$ cat src/hdl/dsc_pkg.sv
package dsc_pkg;

  localparam int unsigned MAX_MODULUS = 1024;
  localparam int unsigned MAX_ITEMS   = 65536;

  localparam int unsigned DATA_W  = 32;
  localparam int unsigned CFG_W   = 11;
  localparam int unsigned RES_W   = $clog2(MAX_MODULUS);
  localparam int unsigned K_W     = $clog2(MAX_MODULUS + 1);
  localparam int unsigned HIST_W  = $clog2(MAX_ITEMS + 2);
  localparam int unsigned CNT_W   = $clog2(MAX_ITEMS + 2);
  localparam int unsigned EPOCH_W = 8;
  localparam int unsigned MEM_W   = EPOCH_W + HIST_W;
  localparam int unsigned STEP_W  = $clog2(DATA_W);

  typedef struct packed {
    logic              start;
    logic [DATA_W-1:0] mag;
    logic [K_W-1:0]    k;
  } rem_req_t;

  typedef struct packed {
    logic           done;
    logic [K_W-1:0] rem;
  } rem_rsp_t;

  typedef struct packed {
    logic [EPOCH_W-1:0] tag;
    logic [HIST_W-1:0]  count;
  } hist_word_t;

endpackage

$ cat src/hdl/dsc_rem.sv
module dsc_rem (
  input  logic              clk_i,
  input  logic              rst_ni,
  input  dsc_pkg::rem_req_t req_i,
  output dsc_pkg::rem_rsp_t rsp_o
);

  logic                         busy_q;
  logic                         done_q;
  logic [dsc_pkg::STEP_W-1:0]   step_q;
  logic [dsc_pkg::DATA_W-1:0]   dvd_q;
  logic [dsc_pkg::K_W-1:0]      rem_q;
  logic [dsc_pkg::K_W-1:0]      k_q;
  logic [dsc_pkg::K_W:0]        trial;
  logic [dsc_pkg::K_W-1:0]      rem_d;

  // restoring remainder, one dividend bit a cycle
  always_comb begin
    trial = {rem_q, dvd_q[dsc_pkg::DATA_W-1]};
    if (trial >= {1'b0, k_q}) begin
      rem_d = dsc_pkg::K_W'(trial - {1'b0, k_q});
    end else begin
      rem_d = dsc_pkg::K_W'(trial);
    end
  end

  always_ff @(posedge clk_i or negedge rst_ni) begin
    if (!rst_ni) begin
      busy_q <= 1'b0;
      done_q <= 1'b0;
      step_q <= '0;
      dvd_q  <= '0;
      rem_q  <= '0;
      k_q    <= dsc_pkg::K_W'(1);
    end else begin
      done_q <= 1'b0;
      if (req_i.start) begin
        busy_q <= 1'b1;
        step_q <= '0;
        dvd_q  <= req_i.mag;
        rem_q  <= '0;
        k_q    <= req_i.k;
      end else if (busy_q) begin
        rem_q  <= rem_d;
        dvd_q  <= {dvd_q[dsc_pkg::DATA_W-2:0], 1'b0};
        step_q <= step_q + dsc_pkg::STEP_W'(1);
        if (step_q == dsc_pkg::STEP_W'(dsc_pkg::DATA_W - 1)) begin
          busy_q <= 1'b0;
          done_q <= 1'b1;
        end
      end
    end
  end

  assign rsp_o.done = done_q;
  assign rsp_o.rem  = rem_q;

endmodule
$ cat config.mk
export PLATFORM = sky130hd
export DESIGN_NAME = dsc_rem
export DESIGN_NICKNAME = d
export VERILOG_FILES = /design/src/hdl/dsc_pkg.sv /design/src/hdl/dsc_rem.sv
export SDC_FILE = /design/constraint.sdc
export NUM_CORES = 1
export LEC_CHECK = 0
export ABC_AREA = 1
export BUFFER_PORTS_ARGS = -buffer_cell sky130_fd_sc_hd__buf_4
export CAP_MARGIN = 20
export CORE_ASPECT_RATIO = 1.75
export CORE_MARGIN = 2
export CORE_UTILIZATION = 60
export DETAILED_ROUTE_END_ITERATION = 8
export PLACE_DENSITY = 0.9
export SYNTH_ARGS = -nofsm -noshare
export SYNTH_HDL_FRONTEND = slang
export SYNTH_SLANG_ARGS = --single-unit
$ cat constraint.sdc
create_clock -name clk_i -period 4.84 [get_ports clk_i]
set_clock_uncertainty 0.1 [all_clocks]
set_input_delay 0.484 -clock clk_i [delete_from_list [all_inputs] [get_ports clk_i]]
set_output_delay 0.484 -clock clk_i [all_outputs]
set_load 0.005 [all_outputs]
==> impl_metrics.csv <==
group,metric,value,unit
run_status,outcome,"complete, no violations",
cts,cts_buffers,9,
route,drt_iter0_drc,145,
worst_setup_path,r2r_cells,12,
die,fp.dieH,104,µm
cts,insertion_delay,350,ps
cts,clk_pin_slew,70,ps
job,maxCapViolCount,0,
cts,holdBufCountCts,0,
timing,fmax,428,MHz
synth,synth_top_area_cell,"dfrtp_1",
finish,layout-drive-gt1-share,20.2,%
route,drc_errors,0,
synth,synthDistinctLibCells,35,
power_and_ir_drop,total_power,0.00180,W
worst_setup_path,r2r-end,"rem_q[0]",
synth,synth_edf_count,0,
worst_setup_path,reg2reg_from,"k_q[0]",
placed_design,dp_cells,540,
die,die-area,0.00640,mm²
finish,diodes,0,
synth,ys_seq_elements,61,
timing,whs,108,ps
synth,synthAdderAreaFrac,5.30,%
timing,worst_slack,2500,ps
finish,nNetsFinal,535,
timing,timing_hold_violations_final,0,
worst_setup_path,reg2reg_setup_slack,2500,ps
cts,htreeDepth,3,
synth,yosysWarnings,0,
global_route,grtUsageTotal,26.6,%
synth,synth_compound_area_share,12.5,%
global_route,gr-total-overflow,0,
cts,cts-root-buf,"clkbuf_8",
synth,synthTopCellsByCount,"121 x nand2_1, 83 x inv_1, 60 x dfrtp_1, 31 x o221ai_1, 17 x nand3_1",
global_route,grt_pass1_vias,2945,
synth,ys.flop_type,"dfrtp_1",
route,drtPass1Iterations,4,
synth,syn_nets,482,
cts,post_cts_buffers,0,
synth,synth_xor_area_share,0.762,%
cts,clock_path_buffers,2,
timing,setup_viol,0,
worst_setup_path,path_max_fanout,15,
synth,syn_inst,422,
timing,tightest_slew,922,ps
synth,asyncSetResetFlopFracSynth,100,%
placed_design,dpl.hpwl,5.52,mm
power_and_ir_drop,power-per-cell-area,445,mW/mm²
synth,synth_top_family_by_area,"simple AND/OR/NAND/NOR gates",
finish,stdcell_count,556,
global_route,antenna_found_initial,0,
power_and_ir_drop,irDropWorstVdd,0.256,mV
die,core_area,0.00554,mm²
synth,synth_area,0.00345,mm²
worst_hold_path,worstHoldPathType,"in2async",
placed_design,place_congestion,0.957,
synth,synth_most_common_cell,"nand2_1",
synth,synth_top_area_share,43.5,%
route,via_per_inst,5.35,
placed_design,pre_cts_slack,2420,ps
route,wl_per_cell,13.6,µm
timing,slew_viol_final,0,
timing,grt_setup_unrepaired,"no",
timing,fin_crit_sh,48.3,%
synth,syn_avg_cell_area,8.17,µm²
cts,clock-sinks,61,
global_route,grt_max_degree,62,
die,io_pins,58,
power_and_ir_drop,power.leakage,2.19,nW
cts,cts_tree,"built",
route,ant_nets,0,
worst_setup_path,cp-start-kind,"flop",
timing,relSlewSlack,38.5,%
placed_design,io_buffers,57,
synth,yosys.area_share.simple,24.6,%
cts,ctsResizeCount,0,
worst_setup_path,critPathKind,"reg2reg",
worst_setup_path,critPathArrivalTime,2510,ps
global_route,grt_pass1_wl,12.8,mm
worst_setup_path,worstPathRequired,5010,ps
timing,fin_crit,2340,ps
finish,syn_to_final_growth,17.3,%
route,vias,2974,
worst_setup_path,critPathCaptureType,"flop",
die,start_util,62.3,%
synth,synthMuxAreaShare,0,%
die,die_x,61.3,µm
route,wl,7.56,mm
die,rows,36,
synth,yosysSeqAreaShare,44.3,%
timing,setup_tns,0,ps
synth,synth_area_leaders,"dfrtp_1 44%, nand2_1 13%, inv_1 9.0%, o221ai_1 7.9%, ha_1 4.7%",
-- per-stage QoR --
stage	area, µm²	utilization (%)
after floorplan	3450	-
after global placement	3870	69.9
after detailed placement	3870	69.9
after CTS	4050	73.0
after global routing	4050	73.0
final	4050	73.0
-- cell type report --
class,instances,area [µm²]
clock buffers,14,163
clock inverters,2,10.0
fillers,418,1500
inverters,85,319
multi-input cells,259,1490
flip-flops and latches,61,1530
well taps,76,95.1
repair buffers,59,443
-- cell families (layout without fill, tap and decap cells) --
logic type,count (synthesis),after routing
simple gates,184,184
flops,61,61
xor+xnor,3,3
fa+ha+maj,14,14
compound gates,58,58
buf+inv,102,160
-- flip-flops by register name, indices dropped and copies added (netlist names) --
| name | cells |
|---|---|
| done_q | 1 |
| busy_q | 1 |
| k_q | 11 |
| step_q | 5 |
| rem_q | 11 |
| dvd_q | 32 |
-- power by group --
part | internal [W] | leakage [nW] | switching [W]
sequential | 0.000578 | 0.756 | 0.0000569
clock | 0.000213 | 0.0905 | 0.000195
combinational | 0.000300 | 1.34 | 0.000457
-- worst max-delay path, stage by stage, from the launching register on --
cell and delay [ps]:
dfstp_2 530, ha_1 130, inv_1 70, fa_1 420, nand2_1 90, nand2_1 100
nand2_2 90, nand2_1 80, nand2_4 120, nand3_4 220, nand2_1 120, nand2_1 50
o21ai_0 130
-- worst max-delay path by stage --
stage,from,end,slack [ps],depth (start not counted)
after floorplan,k_q[0],rem_q[3],2710,12
after global placement,req_i[43],dvd_q[5],2460,5
after detailed placement,req_i[43],dvd_q[4],2420,5
after CTS,k_q[0],rem_q[0],2510,12
after global routing,k_q[0],rem_q[0],2270,12
final,k_q[0],rem_q[0],2500,12
-- placed cells by master, fill, tap and decap left out, drive strengths merged, types with 2 or more instances in the layout --
cell      n
a21oi     6
a22o      2
buf      59
clkbuf   14
clkinv    3
dfrtp    60
ha       13
inv      84
nand2   129
nand3    24
nand4    11
nor2     16
nor3      3
o21ai    18
o221ai   31
xor2      2
-- routing by layer --
layer,share of wire [%],up-vias,global-route usage [%]
li1,-,1463,-
met1,39,1385,31.0
met2,52,97,43.9
met3,4.6,29,5.60
met4,4.2,0,13.5
met5,0,-,0
Note: power is estimated with default switching activity, not from simulation.
