===== config.mk =====
export PLATFORM = sky130hd
export DESIGN_NAME = dsc_ram
export DESIGN_NICKNAME = d
export VERILOG_FILES = /design/src/hdl/dsc_ram.sv
export SDC_FILE = /design/constraint.sdc
export NUM_CORES = 1
export LEC_CHECK = 0
export ABC_AREA = 1
export ABC_CLOCK_PERIOD_IN_PS = 1100
export BUFFER_PORTS_ARGS = -buffer_cell sky130_fd_sc_hd__clkbuf_2
export CORE_MARGIN = 4
export CORE_UTILIZATION = 45
export CTS_BUF_LIST = sky130_fd_sc_hd__clkbuf_16
export CTS_CLUSTER_DIAMETER = 40
export CTS_CLUSTER_SIZE = 8
export DETAILED_ROUTE_END_ITERATION = 10
export PLACE_DENSITY = 0.73
export SYNTH_ARGS = -nofsm -noshare
export SYNTH_HDL_FRONTEND = slang
export SYNTH_SLANG_ARGS = --single-unit

===== constraint.sdc =====
create_clock -name clk_i -period 1.1 [get_ports clk_i]
set_clock_uncertainty 0.2 [all_clocks]
set_input_delay 0 -clock clk_i [delete_from_list [all_inputs] [get_ports clk_i]]
set_output_delay 0 -clock clk_i [all_outputs]
set_load 0.05 [all_outputs]

===== src/hdl/dsc_ram.sv =====
module dsc_ram #(
  parameter int unsigned WIDTH = 8,
  parameter int unsigned DEPTH = 16
) (
  input  logic                     clk_i,
  input  logic                     we_i,
  input  logic [$clog2(DEPTH)-1:0] waddr_i,
  input  logic [WIDTH-1:0]         wdata_i,
  input  logic                     re_i,
  input  logic [$clog2(DEPTH)-1:0] raddr_i,
  output logic [WIDTH-1:0]         rdata_o
);

  logic [WIDTH-1:0] mem_q [DEPTH];
  logic [WIDTH-1:0] rdata_q;

  always_ff @(posedge clk_i) begin
    if (we_i) begin
      mem_q[waddr_i] <= wdata_i;
    end
    if (re_i) begin
      rdata_q <= mem_q[raddr_i];
    end
  end

  assign rdata_o = rdata_q;

endmodule


==> flow_metrics.env, run 1 <==
export IMPL_io_buffers=26
export IMPL_max_cap_violations=0
export IMPL_min_path_type="primary input to flop"
export IMPL_ant_nets=0
export IMPL_layout_setup_ws_ns=-0.184
export IMPL_grt_pass1_vias=3807
export IMPL_dieArea_um2=14900
export IMPL_ys_async_sr_fraction=0
export IMPL_synth_compound_area_frac=0
export IMPL_multi_input_comb_area_um2=1420
export IMPL_endpoint_kind="flop"
export IMPL_vdd_drop_max_mv=1.07
export IMPL_route_met3_wl_um=847
export IMPL_num_io_pins=27
export IMPL_yosys_area_top_type_share=0.698
export IMPL_clock_path_buffers=2
export IMPL_finalPower_w=0.0119
export IMPL_timing_fmax_ghz=0.779
export IMPL_period_needed_ns=1.28
export IMPL_grt_max_degree=43
export IMPL_synthMuxAreaShare=0
export IMPL_diodes=0
export IMPL_crit_fanout=1
export IMPL_dp_cells=760
export IMPL_pwr_density_cell_nw_per_um2=1620
export IMPL_syn_area_per_cell_um2=10.6
export IMPL_synth_top_family_by_area="simple AND/OR/NAND/NOR gates"
export IMPL_routed_via_density=5.01
export IMPL_synthAdderAreaFrac=0
export IMPL_ys_ff_latch=136
export IMPL_syn_num_nets=570
export IMPL_syn_cell_area_um2=5850
export IMPL_ys_seq_area_frac=0.698
export IMPL_numCtsBuffers=17
export IMPL_leakagePower_nw=3.17
export IMPL_period_share=1.17
export IMPL_crit_arrival_ns=1.24
export IMPL_drc_errors=0
export IMPL_required_ns=1.06
export IMPL_synth_common_cells="173 x nand2_1, 136 x edfxtp_1, 100 x inv_1, 97 x nand3_1, 17 x nor2_1"
export IMPL_finalHoldViolations=8
export IMPL_cts_root_buf="clkbuf_16"
export IMPL_route_vias_total=4017
export IMPL_maxSlewViolCount=0
export IMPL_seqCellArea_um2=4080
export IMPL_die_x_um=122
export IMPL_final_cells=801
export IMPL_yosys_area_top_type="edfxtp_1"
export IMPL_coreArea_um2=12700
export IMPL_drt_met1_wl_um=5710
export IMPL_htreeDepth=4
export IMPL_area_growth_syn_to_layout_pct=25.0
export IMPL_cts_tree="yes"
export IMPL_routedWlPerCell_um=16.5
export IMPL_antenna_found_initial=0
export IMPL_status="complete, but fails checks"
export IMPL_yosysWarnings=0
export IMPL_setup_tns_ns=-2.07
export IMPL_worstSetupPathType="flop to flop"
export IMPL_critPathLaunchType="flop"
export IMPL_synth_edf_count=136
export IMPL_initial_core_util=0.461
export IMPL_synth_most_common_cell="nand2_1"
export IMPL_synthXorXnorAreaFrac=0
export IMPL_dieHeight_um=122
export IMPL_drtPass1Iterations=5
export IMPL_max_slew_margin=0.707
export IMPL_violations="hold timing, setup timing"
export IMPL_cts_sinks=136
export IMPL_yosys_area_share_simple=0.208
export IMPL_clk_pin_slew_ns=0.06
export IMPL_detailed_place_hpwl_um=8350
export IMPL_overflow=0
export IMPL_wl_met2_um=6350
export IMPL_synth_top_flop_cell="edfxtp_1"
export IMPL_n_fill_cell=985
export IMPL_grt_first_pass_wirelength_um=20600
export IMPL_synth_area_leaders="edfxtp_1 70%, nand2_1 11%, nand3_1 8.3%"
export IMPL_whs_ns=-0.0905
export IMPL_final_nets=635
export IMPL_drt_iter0_drc=413
export IMPL_insertion_delay_ns=0.41
export IMPL_ys_types=11
export IMPL_synth_cells=551
export IMPL_top_layer_used="met4"
export IMPL_tightest_slew_ns=0.440
export IMPL_rsz0062_at_grt="true"
export IMPL_drive_gt1_frac=0.211
export IMPL_hold_buffers=9
export IMPL_grt_usage=0.187
export IMPL_setup_viol_count_final=16
export IMPL_gp_congestion=0.876
export IMPL_row_count=41
export IMPL_place_ws_ns=-0.268
export IMPL_routed_wl_um=13200
report_power, final:
group	switching [W]	total, W	internal (W)
clock network	0.00196	0.00498	0.00302
registers	0.0000409	0.00588	0.00584
logic	0.000631	0.000985	0.000354
total	0.00263	0.0119	0.00922
worst max-delay path, cell delays in order (launching register included):
cell and delay, ns:
edfxtp_1 0.37, inv_1 0.06, nand2_1 0.07, nand3_2 0.08, nand3_2 0.11, nand3_2 0.08
nand2_1 0.07
what timing repair did:
item / in CTS / in global routing
resized for setup: 34 / 28
endpoints found under the setup margin: 16 / 16
pin swaps: 27 / 21
buffers inserted: 0 / 0
endpoints found under the hold margin: 144 / 8
metal layers:
layer | track usage | vias up
met3 | 0.0422 | 26
li1 | - | 1914
met5 | 0 | -
met1 | 0.256 | 1914
met2 | 0.292 | 163
met4 | 0.0763 | 0
per-stage QoR:
step | hold slack, ns | area, um^2 | util
2_1_floorplan | -0.101 | 5850 | -
3_3_place_gp | 0.193 | 6420 | 0.507
3_5_place_dp | 0.194 | 6420 | 0.507
4_1_cts | -0.117 | 7190 | 0.568
5_1_grt | -0.0860 | 7310 | 0.577
6_report | -0.0905 | 7310 | 0.577
final timing paths:
| kind | from | to | slack [ns] | cells after the start |
|---|---|---|---|---|
| worst max-delay path | mem_q[9][0]$_DFFE_PP_ | rdata_o[0]$_DFFE_PP_ | -0.18 | 6 |
| worst min-delay path | raddr_i[3] | rdata_o[7]$_DFFE_PP_ | -0.09 | 3 |
| worst max register to register | mem_q[9][0]$_DFFE_PP_ | rdata_o[0]$_DFFE_PP_ | -0.18 | 6 |
| worst min register to register | mem_q[15][6]$_DFFE_PP_ | rdata_o[6]$_DFFE_PP_ | 0.56 | 6 |
registers in the layout, summed over array words and instances (netlist names):
register	cells
mem_q	128
rdata_o	8
cells in the final DEF, fill, tap and decap left out, types with 3 or more instances in the layout:
| master | n |
|---|---|
| buf_12 | 10 |
| buf_4 | 25 |
| buf_8 | 5 |
| clkbuf_16 | 17 |
| clkbuf_2 | 18 |
| clkbuf_8 | 3 |
| clkinv_2 | 6 |
| dlygate4sd3_1 | 9 |
| edfxtp_1 | 136 |
| inv_1 | 105 |
| nand2_1 | 169 |
| nand2_2 | 4 |
| nand3_1 | 60 |
| nand3_2 | 37 |
| nor2_1 | 14 |
| nor2_2 | 3 |
kinds of logic after synthesis:
logic type             after synthesis
buffers and inverters              126
DFF                                136
and+or+nand+nor                    289
area by class of cell:
type,instances,area share
Clock buffer,17,0.0582
Clock inverter,15,0.0135
Inverter,102,0.0524
Multi-Input combinational cell,289,0.194
Sequential cell,136,0.559
Tap cell,172,0.0295
Timing Repair Buffer,70,0.0937
Power figures use the tool's default switching activity.
==> run 2, diff against run 1 <==
--- a/config.mk
+++ b/config.mk
@@ -7,13 +7,14 @@
 export LEC_CHECK = 0
 export ABC_AREA = 1
 export ABC_CLOCK_PERIOD_IN_PS = 1100
-export BUFFER_PORTS_ARGS = -buffer_cell sky130_fd_sc_hd__clkbuf_2
+export BUFFER_PORTS_ARGS = -buffer_cell sky130_fd_sc_hd__buf_2
 export CORE_MARGIN = 4
 export CORE_UTILIZATION = 45
 export CTS_BUF_LIST = sky130_fd_sc_hd__clkbuf_16
 export CTS_CLUSTER_DIAMETER = 40
 export CTS_CLUSTER_SIZE = 8
 export DETAILED_ROUTE_END_ITERATION = 10
+export HOLD_SLACK_MARGIN = 0.12
 export PLACE_DENSITY = 0.73
 export SYNTH_ARGS = -nofsm -noshare
 export SYNTH_HDL_FRONTEND = slang
==> flow_metrics.env, run 2 (synthesized netlist as in run 1, its figures left out) <==
export IMPL_finalHoldViolations=8
export IMPL_multi_input_comb_area_um2=1530
export IMPL_period_share=1.20
export IMPL_dpl_cell_area_um2=6340
export IMPL_max_cap_violations=0
export IMPL_detailed_place_hpwl_um=8060
export IMPL_dieHeight_um=122
export IMPL_area_growth_syn_to_layout_pct=26.1
export IMPL_cts_sinks=136
export IMPL_setup_viol_count_final=16
export IMPL_hold_buffers=9
export IMPL_overflow=0
export IMPL_period_needed_ns=1.32
export IMPL_diodes=0
export IMPL_antenna_found_initial=0
export IMPL_dieArea_um2=14900
export IMPL_grt_usage=0.196
export IMPL_whs_ns=-0.0963
export IMPL_cts_tree="yes"
export IMPL_layout_setup_ws_ns=-0.216
export IMPL_routed_wl_um=13900
export IMPL_cts_root_buf="clkbuf_16"
export IMPL_drt_iter0_drc=495
export IMPL_insertion_delay_ns=0.42
export IMPL_routed_via_density=5.17
export IMPL_worst_r2r_cell_count=6
export IMPL_coreArea_um2=12700
export IMPL_crit_fanout=1
export IMPL_layout_common_cells="158 x nand2_1, 136 x edfxtp_1, 101 x inv_1"
export IMPL_gp_congestion=0.857
export IMPL_max_slew_margin=0.512
export IMPL_critPathLaunchType="flop"
export IMPL_worstSetupPathType="flop to flop"
export IMPL_crit_arrival_ns=1.28
export IMPL_final_nets=627
export IMPL_required_ns=1.07
export IMPL_routedWlPerCell_um=17.5
export IMPL_htreeDepth=4
export IMPL_num_io_pins=27
export IMPL_clk_pin_slew_ns=0.06
export IMPL_drive_gt1_frac=0.253
export IMPL_pwr_density_cell_nw_per_um2=1690
export IMPL_maxSlewViolCount=0
export IMPL_grt_first_pass_wirelength_um=21400
export IMPL_grt_max_degree=37
export IMPL_place_ws_ns=-0.331
export IMPL_grt_pass1_vias=3951
export IMPL_postLayoutCellArea_um2=7370
export IMPL_initial_core_util=0.461
export IMPL_drtPass1Iterations=5
export IMPL_timing_fmax_ghz=0.760
export IMPL_setup_tns_ns=-1.99
export IMPL_seqCellArea_um2=4080
export IMPL_route_vias_total=4096
export IMPL_clock_path_buffers=2
export IMPL_io_buffers=26
export IMPL_whs_path_depth=3
export IMPL_vdd_drop_max_mv=1.09
export IMPL_drc_errors=0
export IMPL_row_count=41
export IMPL_min_path_type="primary input to flop"
export IMPL_layout_commonest_cell="nand2_1"
export IMPL_cts_setup_buffers=0
export IMPL_ant_nets=0
export IMPL_violations="hold timing, setup timing"
export IMPL_top_register="mem_q"
export IMPL_endpoint_kind="flop"
export IMPL_numCtsBuffers=17
export IMPL_status="complete, but fails checks"
export IMPL_largest_reg_flops=128
export IMPL_tightest_slew_ns=0.731
export IMPL_leakagePower_nw=3.16
export IMPL_n_fill_cell=1001
export IMPL_die_x_um=122
export IMPL_rsz0062_at_grt="true"
run 2: cell count changes in the layout (fill, tap and decap cells not counted), moves of 8 or more:
cell,change
buf_2,+18
buf_6,+8
clkbuf_2,-18
nand2_1,-11
nand2_2,+11
nand3_1,-16
nand3_2,+15
run 2: layout make-up:
class                   instances  area share
multi-input cells             289       0.208
clock buffers                  17      0.0577
flip-flops and latches        136       0.554
inverters                     102      0.0519
repair buffers                 62      0.0777
clock inverters                15      0.0221
well taps                     172      0.0292
run 2: metal layers:
layer / vias to the layer above / track usage / share of wire
li1: 1898 / - / -
met1: 1944 / 0.251 / 0.39
met2: 228 / 0.315 / 0.48
met3: 26 / 0.0599 / 0.10
met4: 0 / 0.0742 / 0.024
met5: - / 0 / 0
run 2: report_power, final:
part | switching (W) | total (W) | internal, W
registers | 0.0000331 | 0.00587 | 0.00584
clock network | 0.00209 | 0.00561 | 0.00352
logic | 0.000678 | 0.00101 | 0.000329
total | 0.00280 | 0.0125 | 0.00969
run 2: repair_timing:
action | CTS | global route
pin swaps | 19 | 15
endpoints found under the setup margin | 16 | 16
hold endpoints to repair | 272 | 128
resized for setup | 65 | 21
gates cloned | 0 | 0
run 2: worst max-delay path, stage by stage, from the launching register on:
cell and delay (ns):
edfxtp_1 0.37, inv_1 0.06, nand2_1 0.06, nand3_2 0.09
nand3_2 0.10, nand3_2 0.10, nand2_2 0.08
run 2: metrics by stage:
step,instances,utilization,power (W)
2_1_floorplan,551,-,0.00647
5_1_grt,793,0.582,0.0128
4_1_cts,793,0.575,0.0125
6_report,793,0.582,0.0125
3_5_place_dp,752,0.500,0.00679
3_3_place_gp,752,0.500,0.00678
run 2: worst paths after layout:
kind,startpoint,slack (ns),end
setup / recovery,mem_q[5][4]$_DFFE_PP_,-0.22,rdata_o[4]$_DFFE_PP_
hold / removal,raddr_i[3],-0.1,rdata_o[3]$_DFFE_PP_
setup reg to reg,mem_q[5][4]$_DFFE_PP_,-0.22,rdata_o[4]$_DFFE_PP_
hold reg to reg,mem_q[1][1]$_DFFE_PP_,0.58,rdata_o[1]$_DFFE_PP_
